### src/design/ffba_pkg.sv
// ----------------------------------------------------------------------------
// ffba_pkg
// Shared types, codes and constants of the first-fit block allocator.
// ----------------------------------------------------------------------------
package ffba_pkg;

   // field widths
   localparam int ADDR_W = 24;
   localparam int SIZE_W = 24;
   localparam int STAT_W = 2;

   // default table depth
   localparam int MAX_BLOCKS_DEF = 64;

   // header laid down in front of every appended block
   localparam int HEADER_BYTES = 24;

   // address space of the heap, in bits
   localparam int ADDR_BITS = 24;

   // request codes
   localparam logic FUNC_ALLOC = 1'b0;
   localparam logic FUNC_FREE  = 1'b1;

   // status codes
   localparam logic [STAT_W-1:0] ST_OK      = 2'd0;
   localparam logic [STAT_W-1:0] ST_NULL    = 2'd1;
   localparam logic [STAT_W-1:0] ST_NOSPACE = 2'd2;
   localparam logic [STAT_W-1:0] ST_UNKNOWN = 2'd3;

   // reset value of the heap limit register
   localparam logic [ADDR_W-1:0] LIMIT_RESET = 24'hFF_FFFF;

   // one block table entry
   typedef struct packed {
      logic [ADDR_W-1:0] start;
      logic [SIZE_W-1:0] bytes;
      logic              free;
   } entry_type;

   // one result transaction
   typedef struct packed {
      logic [ADDR_W-1:0] result_address;
      logic [STAT_W-1:0] status;
   } result_type;

endpackage

### src/design/first_fit_block_allocator.sv
// Flow: a zero size or null address goes from S_IDLE straight to S_DONE;
// otherwise the request walks the table in S_SCAN (skipped when the table is
// empty), then S_HIT or S_MISS, then S_DONE, and the response is registered.
// Throughput: one request at a time; the table walk reads one entry a cycle
// from the single read port.
// Reset: empty table, heap top zero, heap limit all ones; no clearing pass.
// ----------------------------------------------------------------------------
// first_fit_block_allocator
// First-fit heap allocator with a block table, append at the heap top and
// drop of the newest block on free; other freed blocks are marked free.
// ----------------------------------------------------------------------------
module first_fit_block_allocator
   import ffba_pkg::*;
#(
   parameter int MAX_BLOCKS = MAX_BLOCKS_DEF
) (
   input  logic              clock,
   input  logic              reset,
   // configuration
   input  logic              csr_valid,
   output logic              csr_ready,
   input  logic [ADDR_W-1:0] csr_heap_limit,
   // request channel
   input  logic              req_valid,
   output logic              req_ready,
   input  logic              req_func,
   input  logic [SIZE_W-1:0] req_alloc_size,
   input  logic [ADDR_W-1:0] req_block_address,
   // response channel
   output logic              rsp_valid,
   input  logic              rsp_ready,
   output logic [ADDR_W-1:0] rsp_result_address,
   output logic [STAT_W-1:0] rsp_status
);

   localparam int IDX_W = (MAX_BLOCKS > 1) ? $clog2(MAX_BLOCKS) : 1;

   logic [ADDR_W-1:0] limit_ff;
   logic              rsp_valid_ff, rsp_valid_in;
   result_type        rsp_ff;

   logic              rd_en;
   logic [IDX_W-1:0]  rd_idx;
   entry_type         rd_data;
   logic              wr_en;
   logic [IDX_W-1:0]  wr_idx;
   entry_type         wr_data;
   logic              res_valid;
   logic              res_ready;
   result_type        res;

   // heap limit register
   assign csr_ready = 1'b1;

   always_ff @(posedge clock) begin
      if (reset) begin
         limit_ff <= LIMIT_RESET;
      end else if (csr_valid && csr_ready) begin
         limit_ff <= csr_heap_limit;
      end
   end

   ffba_table #(
      .MAX_BLOCKS (MAX_BLOCKS)
   ) u_table (
      .clock   (clock),
      .wr_en   (wr_en),
      .wr_idx  (wr_idx),
      .wr_data (wr_data),
      .rd_en   (rd_en),
      .rd_idx  (rd_idx),
      .rd_data (rd_data)
   );

   ffba_seq #(
      .MAX_BLOCKS (MAX_BLOCKS)
   ) u_seq (
      .clock             (clock),
      .reset             (reset),
      .req_valid         (req_valid),
      .req_ready         (req_ready),
      .req_func          (req_func),
      .req_alloc_size    (req_alloc_size),
      .req_block_address (req_block_address),
      .heap_limit        (limit_ff),
      .rd_en             (rd_en),
      .rd_idx            (rd_idx),
      .rd_data           (rd_data),
      .wr_en             (wr_en),
      .wr_idx            (wr_idx),
      .wr_data           (wr_data),
      .res_valid         (res_valid),
      .res_ready         (res_ready),
      .res               (res)
   );

   // response output register
   assign res_ready = !rsp_valid_ff || rsp_ready;

   always_comb begin
      rsp_valid_in = rsp_valid_ff;
      if (res_valid && res_ready) begin
         rsp_valid_in = 1'b1;
      end else if (rsp_ready) begin
         rsp_valid_in = 1'b0;
      end
   end

   always_ff @(posedge clock) begin
      if (reset) begin
         rsp_valid_ff <= 1'b0;
      end else begin
         rsp_valid_ff <= rsp_valid_in;
      end
   end

   always_ff @(posedge clock) begin
      if (res_valid && res_ready) begin
         rsp_ff <= res;
      end
   end

   assign rsp_valid          = rsp_valid_ff;
   assign rsp_result_address = rsp_ff.result_address;
   assign rsp_status         = rsp_ff.status;

endmodule

### src/design/ffba_table.sv
// ----------------------------------------------------------------------------
// ffba_table
// Block table memory: one write port, one read port with registered data.
// ----------------------------------------------------------------------------
module ffba_table
   import ffba_pkg::*;
#(
   parameter int MAX_BLOCKS = MAX_BLOCKS_DEF,
   localparam int IDX_W = (MAX_BLOCKS > 1) ? $clog2(MAX_BLOCKS) : 1
) (
   input  logic             clock,
   input  logic             wr_en,
   input  logic [IDX_W-1:0] wr_idx,
   input  entry_type        wr_data,
   input  logic             rd_en,
   input  logic [IDX_W-1:0] rd_idx,
   output entry_type        rd_data
);

   entry_type entry_mem [MAX_BLOCKS];
   entry_type rd_data_ff;

   // write port
   always_ff @(posedge clock) begin
      if (wr_en) begin
         entry_mem[wr_idx] <= wr_data;
      end
   end

   // read port, data held while no read is issued
   always_ff @(posedge clock) begin
      if (rd_en) begin
         rd_data_ff <= entry_mem[rd_idx];
      end
   end

   assign rd_data = rd_data_ff;

endmodule

### src/design/ffba_seq.sv
// ----------------------------------------------------------------------------
// ffba_seq
// Sequencer: walks the block table one entry per cycle through a shared
// compare unit, then grants, appends, marks free or drops a block.
// ----------------------------------------------------------------------------
module ffba_seq
   import ffba_pkg::*;
#(
   parameter int MAX_BLOCKS = MAX_BLOCKS_DEF,
   localparam int IDX_W = (MAX_BLOCKS > 1) ? $clog2(MAX_BLOCKS) : 1,
   localparam int CNT_W = $clog2(MAX_BLOCKS + 1)
) (
   input  logic              clock,
   input  logic              reset,
   // request transaction
   input  logic              req_valid,
   output logic              req_ready,
   input  logic              req_func,
   input  logic [SIZE_W-1:0] req_alloc_size,
   input  logic [ADDR_W-1:0] req_block_address,
   // heap limit register
   input  logic [ADDR_W-1:0] heap_limit,
   // table ports
   output logic              rd_en,
   output logic [IDX_W-1:0]  rd_idx,
   input  entry_type         rd_data,
   output logic              wr_en,
   output logic [IDX_W-1:0]  wr_idx,
   output entry_type         wr_data,
   // finished result
   output logic              res_valid,
   input  logic              res_ready,
   output result_type        res
);

   localparam logic [2:0] S_IDLE = 3'd0;
   localparam logic [2:0] S_SCAN = 3'd1;
   localparam logic [2:0] S_HIT  = 3'd2;
   localparam logic [2:0] S_MISS = 3'd3;
   localparam logic [2:0] S_DONE = 3'd4;

   localparam int               TOP_W    = ADDR_W + 2;
   localparam logic [CNT_W-1:0] CNT_ONE  = CNT_W'(1);
   localparam logic [CNT_W-1:0] CNT_MAX  = CNT_W'(MAX_BLOCKS);
   localparam logic [TOP_W-1:0] HDR_WIDE = TOP_W'(HEADER_BYTES);
   localparam logic [TOP_W-1:0] SPACE_MAX = TOP_W'((64'd1 << ADDR_BITS) - 64'd1);

   logic [2:0]        state_ff, state_in;
   logic              func_ff, func_in;
   logic [SIZE_W-1:0] size_ff, size_in;
   logic [ADDR_W-1:0] addr_ff, addr_in;
   logic [CNT_W-1:0]  cnt_ff, cnt_in;
   logic [ADDR_W-1:0] top_ff, top_in;
   logic [CNT_W-1:0]  iss_ff, iss_in;
   logic              cmp_vld_ff, cmp_vld_in;
   logic [CNT_W-1:0]  cmp_idx_ff, cmp_idx_in;
   result_type        res_ff, res_in;

   logic              req_fire;
   logic              hit_now;
   logic              last_cmp;
   logic [TOP_W-1:0]  new_top;
   logic [ADDR_W-1:0] new_start;
   logic              no_space;
   logic [ADDR_W:0]   blk_end;
   logic              drop_newest;

   assign req_ready = (state_ff == S_IDLE);
   assign req_fire  = req_valid && req_ready;
   assign res_valid = (state_ff == S_DONE);
   assign res       = res_ff;

   // shared compare unit: fit test for allocate, address match for free
   always_comb begin
      if (func_ff == FUNC_ALLOC) begin
         hit_now = cmp_vld_ff && rd_data.free && (rd_data.bytes >= size_ff);
      end else begin
         hit_now = cmp_vld_ff && (rd_data.start == addr_ff);
      end
   end

   assign last_cmp = cmp_vld_ff && (cmp_idx_ff == (cnt_ff - CNT_ONE));

   // append arithmetic
   assign new_top   = {2'b00, top_ff} + HDR_WIDE + {2'b00, size_ff};
   assign new_start = top_ff + ADDR_W'(HEADER_BYTES);
   assign no_space  = (cnt_ff >= CNT_MAX) || (new_top > {2'b00, heap_limit})
                      || (new_top > SPACE_MAX);

   // newest block test for free
   assign blk_end     = {1'b0, rd_data.start} + {1'b0, rd_data.bytes};
   assign drop_newest = (cmp_idx_ff == (cnt_ff - CNT_ONE)) && (blk_end == {1'b0, top_ff});

   // table read issue
   assign rd_en  = (state_ff == S_SCAN) && !hit_now && (iss_ff < cnt_ff);
   assign rd_idx = iss_ff[IDX_W-1:0];

   // sequencer
   always_comb begin
      state_in   = state_ff;
      func_in    = func_ff;
      size_in    = size_ff;
      addr_in    = addr_ff;
      cnt_in     = cnt_ff;
      top_in     = top_ff;
      iss_in     = iss_ff;
      cmp_vld_in = cmp_vld_ff;
      cmp_idx_in = cmp_idx_ff;
      res_in     = res_ff;
      wr_en      = 1'b0;
      wr_idx     = cmp_idx_ff[IDX_W-1:0];
      wr_data    = rd_data;
      case (state_ff)
         S_IDLE: begin
            iss_in     = '0;
            cmp_vld_in = 1'b0;
            if (req_fire) begin
               func_in = req_func;
               size_in = req_alloc_size;
               addr_in = req_block_address;
               if ((req_func == FUNC_ALLOC && req_alloc_size == '0) ||
                   (req_func == FUNC_FREE && req_block_address == '0)) begin
                  res_in   = '{result_address: '0, status: ST_NULL};
                  state_in = S_DONE;
               end else if (cnt_ff == '0) begin
                  state_in = S_MISS;
               end else begin
                  state_in = S_SCAN;
               end
            end
         end
         S_SCAN: begin
            iss_in     = iss_ff + CNT_W'(rd_en);
            cmp_vld_in = rd_en;
            cmp_idx_in = iss_ff;
            if (hit_now) begin
               cmp_vld_in = 1'b0;
               cmp_idx_in = cmp_idx_ff;
               state_in   = S_HIT;
            end else if (last_cmp) begin
               state_in = S_MISS;
            end
         end
         S_HIT: begin
            if (func_ff == FUNC_ALLOC) begin
               // grant the first fitting free block
               wr_en        = 1'b1;
               wr_data.free = 1'b0;
               res_in       = '{result_address: rd_data.start, status: ST_OK};
            end else begin
               if (drop_newest) begin
                  top_in = rd_data.start - ADDR_W'(HEADER_BYTES);
                  cnt_in = cmp_idx_ff;
               end else begin
                  wr_en        = 1'b1;
                  wr_data.free = 1'b1;
               end
               res_in = '{result_address: '0, status: ST_OK};
            end
            state_in = S_DONE;
         end
         S_MISS: begin
            if (func_ff == FUNC_FREE) begin
               res_in = '{result_address: '0, status: ST_UNKNOWN};
            end else if (no_space) begin
               res_in = '{result_address: '0, status: ST_NOSPACE};
            end else begin
               // append a new block at the heap top
               wr_en   = 1'b1;
               wr_idx  = cnt_ff[IDX_W-1:0];
               wr_data = '{start: new_start, bytes: size_ff, free: 1'b0};
               cnt_in  = cnt_ff + CNT_ONE;
               top_in  = new_top[ADDR_W-1:0];
               res_in  = '{result_address: new_start, status: ST_OK};
            end
            state_in = S_DONE;
         end
         S_DONE: begin
            if (res_ready) begin
               state_in = S_IDLE;
            end
         end
         default: begin
            state_in = S_IDLE;
         end
      endcase
   end

   // control state
   always_ff @(posedge clock) begin
      if (reset) begin
         state_ff   <= S_IDLE;
         cnt_ff     <= '0;
         top_ff     <= '0;
         cmp_vld_ff <= 1'b0;
      end else begin
         state_ff   <= state_in;
         cnt_ff     <= cnt_in;
         top_ff     <= top_in;
         cmp_vld_ff <= cmp_vld_in;
      end
   end

   // working registers
   always_ff @(posedge clock) begin
      func_ff    <= func_in;
      size_ff    <= size_in;
      addr_ff    <= addr_in;
      iss_ff     <= iss_in;
      cmp_idx_ff <= cmp_idx_in;
      res_ff     <= res_in;
   end

   // checks
   a_cnt_bound: assert property (@(posedge clock) disable iff (reset)
      cnt_ff <= CNT_MAX)
      else $error("block count beyond table depth");

   a_busy_after_accept: assert property (@(posedge clock) disable iff (reset)
      req_fire |=> state_ff != S_IDLE)
      else $error("sequencer idle right after a request transaction");

   a_hit_in_table: assert property (@(posedge clock) disable iff (reset)
      state_ff == S_HIT |-> cmp_idx_ff < cnt_ff)
      else $error("hit entry outside the live table");

   a_write_state: assert property (@(posedge clock) disable iff (reset)
      wr_en |-> (state_ff == S_HIT || state_ff == S_MISS))
      else $error("table write outside grant or append");

endmodule

### config.mk
export PLATFORM = sky130hd
export DESIGN_NAME = first_fit_block_allocator
export DESIGN_NICKNAME = d
export VERILOG_FILES = /design/src/design/ffba_pkg.sv /design/src/design/first_fit_block_allocator.sv /design/src/design/ffba_table.sv /design/src/design/ffba_seq.sv
export SDC_FILE = /design/constraint.sdc
export NUM_CORES = 2
export LEC_CHECK = 0
export BUFFER_PORTS_ARGS = -buffer_cell sky130_fd_sc_hd__buf_2
export CORE_UTILIZATION = 50
export DETAILED_ROUTE_END_ITERATION = 10
export PLACE_DENSITY = 0.69
export SLEW_MARGIN = 15
export SYNTH_ARGS = -nofsm -noshare
export SYNTH_HDL_FRONTEND = slang
export SYNTH_SLANG_ARGS = --single-unit
### constraint.sdc
create_clock -name clock -period 11.9 [get_ports clock]
set_input_delay 0.595 -clock clock [delete_from_list [all_inputs] [get_ports clock]]
set_output_delay 0.595 -clock clock [all_outputs]
set_load 0.05 [all_outputs]
# After elaboration in Yosys (flattened, before gate mapping)
# Memory sizes are Yosys's and may differ from the RTL's. A register that Yosys moved wholly into a read port is not among the register bits.
# Cells that the tools add are included.
# Widths: inputs -> output; s select.
classes:
  n_addsub: 8
  n_lt_le_gt_ge: 5
  eq_ne: 15
  muxes: 45
  n_bitwise: 2
  reduce_logical: 31
ops:
  columns: ["cell", "count"]
  rows:
  - ["$mux 26", 5]
  - ["$mux 49", 2]
  - ["$mux 24", 4]
  - ["$pmux 26 s3", 1]
  - ["$logic_not 24->1", 2]
  - ["$mux 48", 1]
  - ["$pmux 24 s2", 1]
  - ["$mux 7", 4]
  - ["$pmux 7 s2", 2]
  - ["$add 26x24->26", 1]
  - ["$gt 26x24->1", 1]
  - ["$gt 26x24->1 const B", 1]
  - ["$add 24x24->25", 1]
  - ["$add 24x5->25 const B", 1]
  - ["$eq 25x24->1", 1]
  - ["$add 24x5->24 const B", 1]
  - ["$eq 24x24->1", 1]
  - ["$ge 24x24->1", 1]
  - ["$sub 24x5->24 const B", 1]
  - ["$mux 6", 3]
  - ["$mux 3", 5]
  - ["$mux 1", 12]
  - ["$pmux 3 s4", 1]
  - ["$logic_and 1x1->1", 11]
  - ["other kinds (25)", 42]
word_totals:
  reg_bits: 175
  ram_bits: 3136
  out_inout_bits: 29
  wordCells: 122
  n_memories: 1
mem_list:
  columns: ["memory", "depth", "width", "rd", "rd_ports_with_merged_regs", "write_ports", "line_no", "source"]
  rows:
  - ["u_table.entry_mem", 64, 49, 1, 1, 1, "ffba_table.sv:20", "entry_type entry_mem [MAX_BLOCKS];"]

# Logic depth before layout (Yosys ltp)
depth:
  ltp_word: 10
  depth_mapped: 29
  depth_no_buf: 26

# Cells and area by module
# Synthesis repeated with hierarchy kept, for this count alone.
hier_totals:
  hier_cells: 6733
  hier_area_um2: 133400.4
modules_own_cells:
  columns: ["mod", "n_inst", "cells_per_inst", "area_each_um2", "seq_area_each_um2"]
  rows:
  - ["ffba_table", 1, 5283, 120483.1, 95641.7]
  - ["ffba_seq", 1, 1337, 11169.5, 3373.2]
  - ["first_fit_block_allocator", 1, 113, 1747.9, 1281.2]

# Least setup slack after synthesis
# Ideal clock, no wire load.
synth_path:
  path_kind: "register to register"
  startpoint: "register u_seq.top_ff[3]"
  endpoint: "memory u_table.entry_mem[0][11] (netlist bit), data pin"
  arrival_time_ns: 7.529
  slack_ns: 3.670
  stages_incl_launch_ff: 28
  cell_sequence: "dfxtp_1 > clkbuf_1 > inv_1 > ha_1 > nor2_1 > and2_1 > clkbuf_1 > nand2_1 > xnor2_1 > ha_1 > a21oi_1 > o21ai_0 > or2_2 > o21ai_0 > a21oi_1 > o41ai_1 > xnor2_1 > ha_1 > nand4_1 > nor4_1 > o2bb2ai_1 > a32oi_1 > nor2_1 > nand3_1 > clkbuf_1 > clkbuf_1 > clkbuf_1 > o21ai_0"
synth_rtl:
  columns: ["element", "line_no", "source"]
  rows:
  - ["start: declaration", "ffba_seq.sv:53", "logic [ADDR_W-1:0] top_ff, top_in;"]
  - ["start signal: assignment", "ffba_seq.sv:199", "top_ff <= top_in;"]
  - ["end: declaration", "ffba_table.sv:20", null]

# Final worst setup path
layout_path:
  startpoint: "register u_seq.top_ff[3]"
  endpoint: "memory u_table.entry_mem[50][0] (netlist bit), enable pin"
layout_between:
  elab_chain_cells: 10
  elab_cells_between_ends: 18
  cone_classes: "add/sub (2); order compare (2); eq/ne (1); mux (10); reduce/logical (3)"
layout_rtl:
  columns: ["element", "line_no", "source"]
  rows:
  - ["$add 24x5->25", "ffba_seq.sv:85", "assign new_top = {2'b00, top_ff} + HDR_WIDE + {2'b00, size_ff};"]
  - ["$add 26x24->26", "ffba_seq.sv:85", null]
  - ["$gt 26x24->1", "ffba_seq.sv:87", "assign no_space = (cnt_ff >= CNT_MAX) || (new_top > {2'b00, heap_limit})"]
  - ["$logic_or 1x1->1", "ffba_seq.sv:87", null]
  - ["$logic_or 1x1->1", "ffba_seq.sv:88", "|| (new_top > SPACE_MAX);"]
  - ["$mux 1", "ffba_seq.sv:165", "end else if (no_space) begin"]
  - ["$mux 1", "ffba_seq.sv:163", "if (func_ff == FUNC_FREE) begin"]
  - ["$pmux 1 s2", "ffba_seq.sv:113", "case (state_ff)"]
  - ["$mux 1", "ffba_table.sv:25", "if (wr_en) begin"]
  - ["$mux 1 (not written as such)", "ffba_table.sv:26", "entry_mem[wr_idx] <= wr_data;"]
# Several ways; a longest one is shown, not always the timed one.

==> metrics.csv <==
metric,value,unit
cp_max_fo,39,
drive_gt1_share,28.56,%
cts_buffer_depth,4,
clockRootBuffer,clkbuf_16,
p_switching,11.24,mW
crit_slowest_cell,nor2_4,
finalNetCount,6605,
synthDistinctLibCells,78,
crit_family,simple AND/OR/NAND/NOR gates,
syn-num-nets,6198,
fin_skew,0.07910,ns
cts_tree,done,
area_growth,13.03,%
synth_edf_count,3300,
fin_tns_setup,0,ns
whs,0.2076,ns
power.density,235.6,mW/mm^2
power_frac_comb,29.6,%
async_flop_share,0,%
setup_viol,0,
drc_errors,0,
worstPathRequired,12.46,ns
hold_viol_final,0,
fin_crit_sh,75.57,%
wl_per_cell,35.42,microns
layout_common_cells,"3300 x edfxtp_1, 1029 x mux4_2, 343 x clkbuf_16",
startpoint_type,flop,
timing.rr.start,u_seq.top_ff[3],
cp-end-kind,flop,
vdd_drop_max,0.2126,mV
whs_path_depth,3,
grt_pass1_wl,506700,microns
port_buffers,105,
maxCapViolations,0,
vias_per_cell,6.554,
tightest_slew,1.177,ns
swShare,31.79,%
slew_viol_final,0,
fp.coreArea,0.2632,sq mm
power_frac_seq,41.6,%
fin_crit,8.993,ns
rr_endpoint,u_table.entry_mem[50][0],
yosysWarnings,0,
fp.dieArea,0.2677,sq mm
ios,107,
drtAntennaViolNets,0,
antenna_found_initial,27,
syn_avg_cell_area,22.11,sq um
syn_area,0.1328,sq mm
row_count,188,
p_leak,46.57,nW
h-tree-depth,5,
ys.flop_type,edfxtp_1,
worstSetupPathType,reg -> reg,
clock_latency,0.98,ns
final_common_cell,edfxtp_1,
min_path_type,in -> reg,
r2r_cells,24,
vias,66750,
max_stage_delay,0.97,ns
yosysSeqAreaShare,75.50,%
hold_end,u_seq.state_ff[2],
post-dp-hpwl,213400,microns
start_util,50.47,%
crit_chain,"inv_1, ha_1, nor2_1, and2_1, nand2_1, xnor2_1, ha_1, a21oi_1, o21ai_0, or2_2, o21ai_0, a21oi_1, o41ai_1, xnor2_1, ha_1, nand4_1, nor4_1, o2bb2ai_1, a32oi_1, nor3_1, and2_2, a31oi_2, nor2_4, buf_4",
die_h,517.4,microns
ys_ff_latch,3360,
worstPathArrival,9.56,ns
drt_iter0_markers,9545,
min_from,reset,
maxSlewHeadroom,21.56,%
dr.pass1.iters,6,
grt_max_degree,133,
die_w,517.4,microns
track_usage,27.19,%
cts_buffers,342,
p_int,24.13,mW
run_status,"complete, no violations",
cts_sinks,3360,
rsz0062_at_grt,no,
totalWireLength,360700,microns
r2r_slack,2.91,ns
fmax,111.2,MHz
cp_num_buf_inv,2,
place_congestion,0.9284,
cp_common_cell,ha_1,
path_clk_slew,0.06,ns
synthCells,6009,
post_cts_buffers,0,
p_clk_share,28.8,%
grt_pass1_vias,65720,
overflow,0,
==> layer usage <==
metal / up-vias / share of wire (%) / GRT usage, % / wire length [microns]
met5: - / 0.010 / 0 / 36
met4: 6 / 3.4 / 8.837 / 12280
met3: 618 / 11 / 5.288 / 38400
met2: 4126 / 47 / 42.54 / 170900
met1: 35790 / 39 / 38.82 / 139100
li1: 26200 / - / - / -
==> area by class of cell <==
class / count / area [sq um]
multi-input cells: 2271 / 31980
inverters: 72 / 271.5
clock buffers: 422 / 8940
diodes: 9 / 22.52
well taps: 3515 / 4398
flip-flops and latches: 3360 / 100300
fillers: 18630 / 113100
clock inverters: 166 / 1431
repair buffers: 369 / 2818
==> cell usage after synthesis, types with 60 or more instances <==
library cell / count / area [sq um]
edfxtp_1: 3300 / 99100
mux4_2: 1029 / 23170
nand2_1: 255 / 957.2
clkbuf_1: 206 / 773.2
nor2_1: 168 / 630.6
ha_1: 109 / 1364
buf_1: 94 / 352.8
a21oi_1: 85 / 425.4
xnor2_1: 82 / 718.2
o21ai_0: 81 / 405.4
inv_1: 71 / 266.5
dfxtp_1: 60 / 1201
==> metrics by stage <==
step                worst slack, ns  total power [mW]  cells  cell area [sq um]  utilization [%]
detailed placement            2.992             25.36   9513             139000            52.82
CTS                           2.907             35.45  10180             150100            57.04
global route                  2.264             36.34  10180             150100            57.04
global placement              3.053             25.25   9513             139000            52.81
floorplan                     3.670             21.09   6009             132800                -
finish                        2.907             35.38  10180             150200            57.05
==> registers in the layout, summed over array words and instances, names as in the netlist, 24 cells and up <==
signal and cells:
u_table.entry_mem 3136, u_table.rd_data 49, u_seq.res 26, limit_ff 24, rsp_result_address 24, u_seq.addr_ff 24
u_seq.size_ff 24, u_seq.top_ff 24
==> worst reg2reg max path: stages, from the launching register on <==
cell       delay [ns]
dfxtp_1          0.55
inv_1            0.15
ha_1             0.26
nor2_1           0.20
and2_1           0.36
nand2_1          0.12
xnor2_1          0.24
ha_1             0.34
a21oi_1          0.13
o21ai_0          0.14
or2_2            0.31
o21ai_0          0.31
a21oi_1          0.21
o41ai_1          0.36
xnor2_1          0.17
ha_1             0.32
nand4_1          0.19
nor4_1           0.49
o2bb2ai_1        0.18
a32oi_1          0.16
nor3_1           0.21
and2_2           0.84
a31oi_2          0.66
nor2_4           0.97
buf_4            0.70
==> power groups by stage <==
stage / sequential (mW) / clock [mW] / combinational (mW)
after CTS: 14.7 / 10.3 / 10.5
after detailed placement: 15.0 / 0 / 10.4
after floorplan: 14.9 / 0 / 6.15
after global routing: 14.7 / 10.7 / 10.9
final: 14.7 / 10.2 / 10.5
after global placement: 15.0 / 0 / 10.3
==> worst max-delay path by stage <==
stage,startpoint,end,slack [ns],depth (start not counted)
2_1_floorplan,u_seq.top_ff[3],u_table.entry_mem[0][11],3.67,27
3_3_place_gp,u_seq.top_ff[3],u_table.entry_mem[22][14],3.05,25
3_5_place_dp,u_seq.top_ff[3],u_table.entry_mem[50][44],2.99,24
4_1_cts,u_seq.top_ff[3],u_table.entry_mem[50][8],2.91,24
5_1_grt,u_seq.top_ff[3],u_table.entry_mem[50][11],2.26,24
6_report,u_seq.top_ff[3],u_table.entry_mem[50][0],2.91,24
==> repair_timing <==
action / 4_1_cts / 5_1_grt
endpoints found under the hold margin: 74 / 0
resized for setup: 0 / 0
hold buffers: 74 / 0
==> kinds of logic after synthesis <==
logic type               Yosys count  share of synthesized area (%)
XOR/XNOR                         131                         0.8637
AND/OR/NAND/NOR                  617                          2.090
buffers and inverters            378                          1.076
flip-flops                      3360                          75.50
AO/OA/AOI/OAI                    365                          1.835
adder cells (fa/ha/maj)          111                          1.057
multiplexers                    1046                          17.58
other                              1                       0.002823
(Power assumes the default switching activity.)
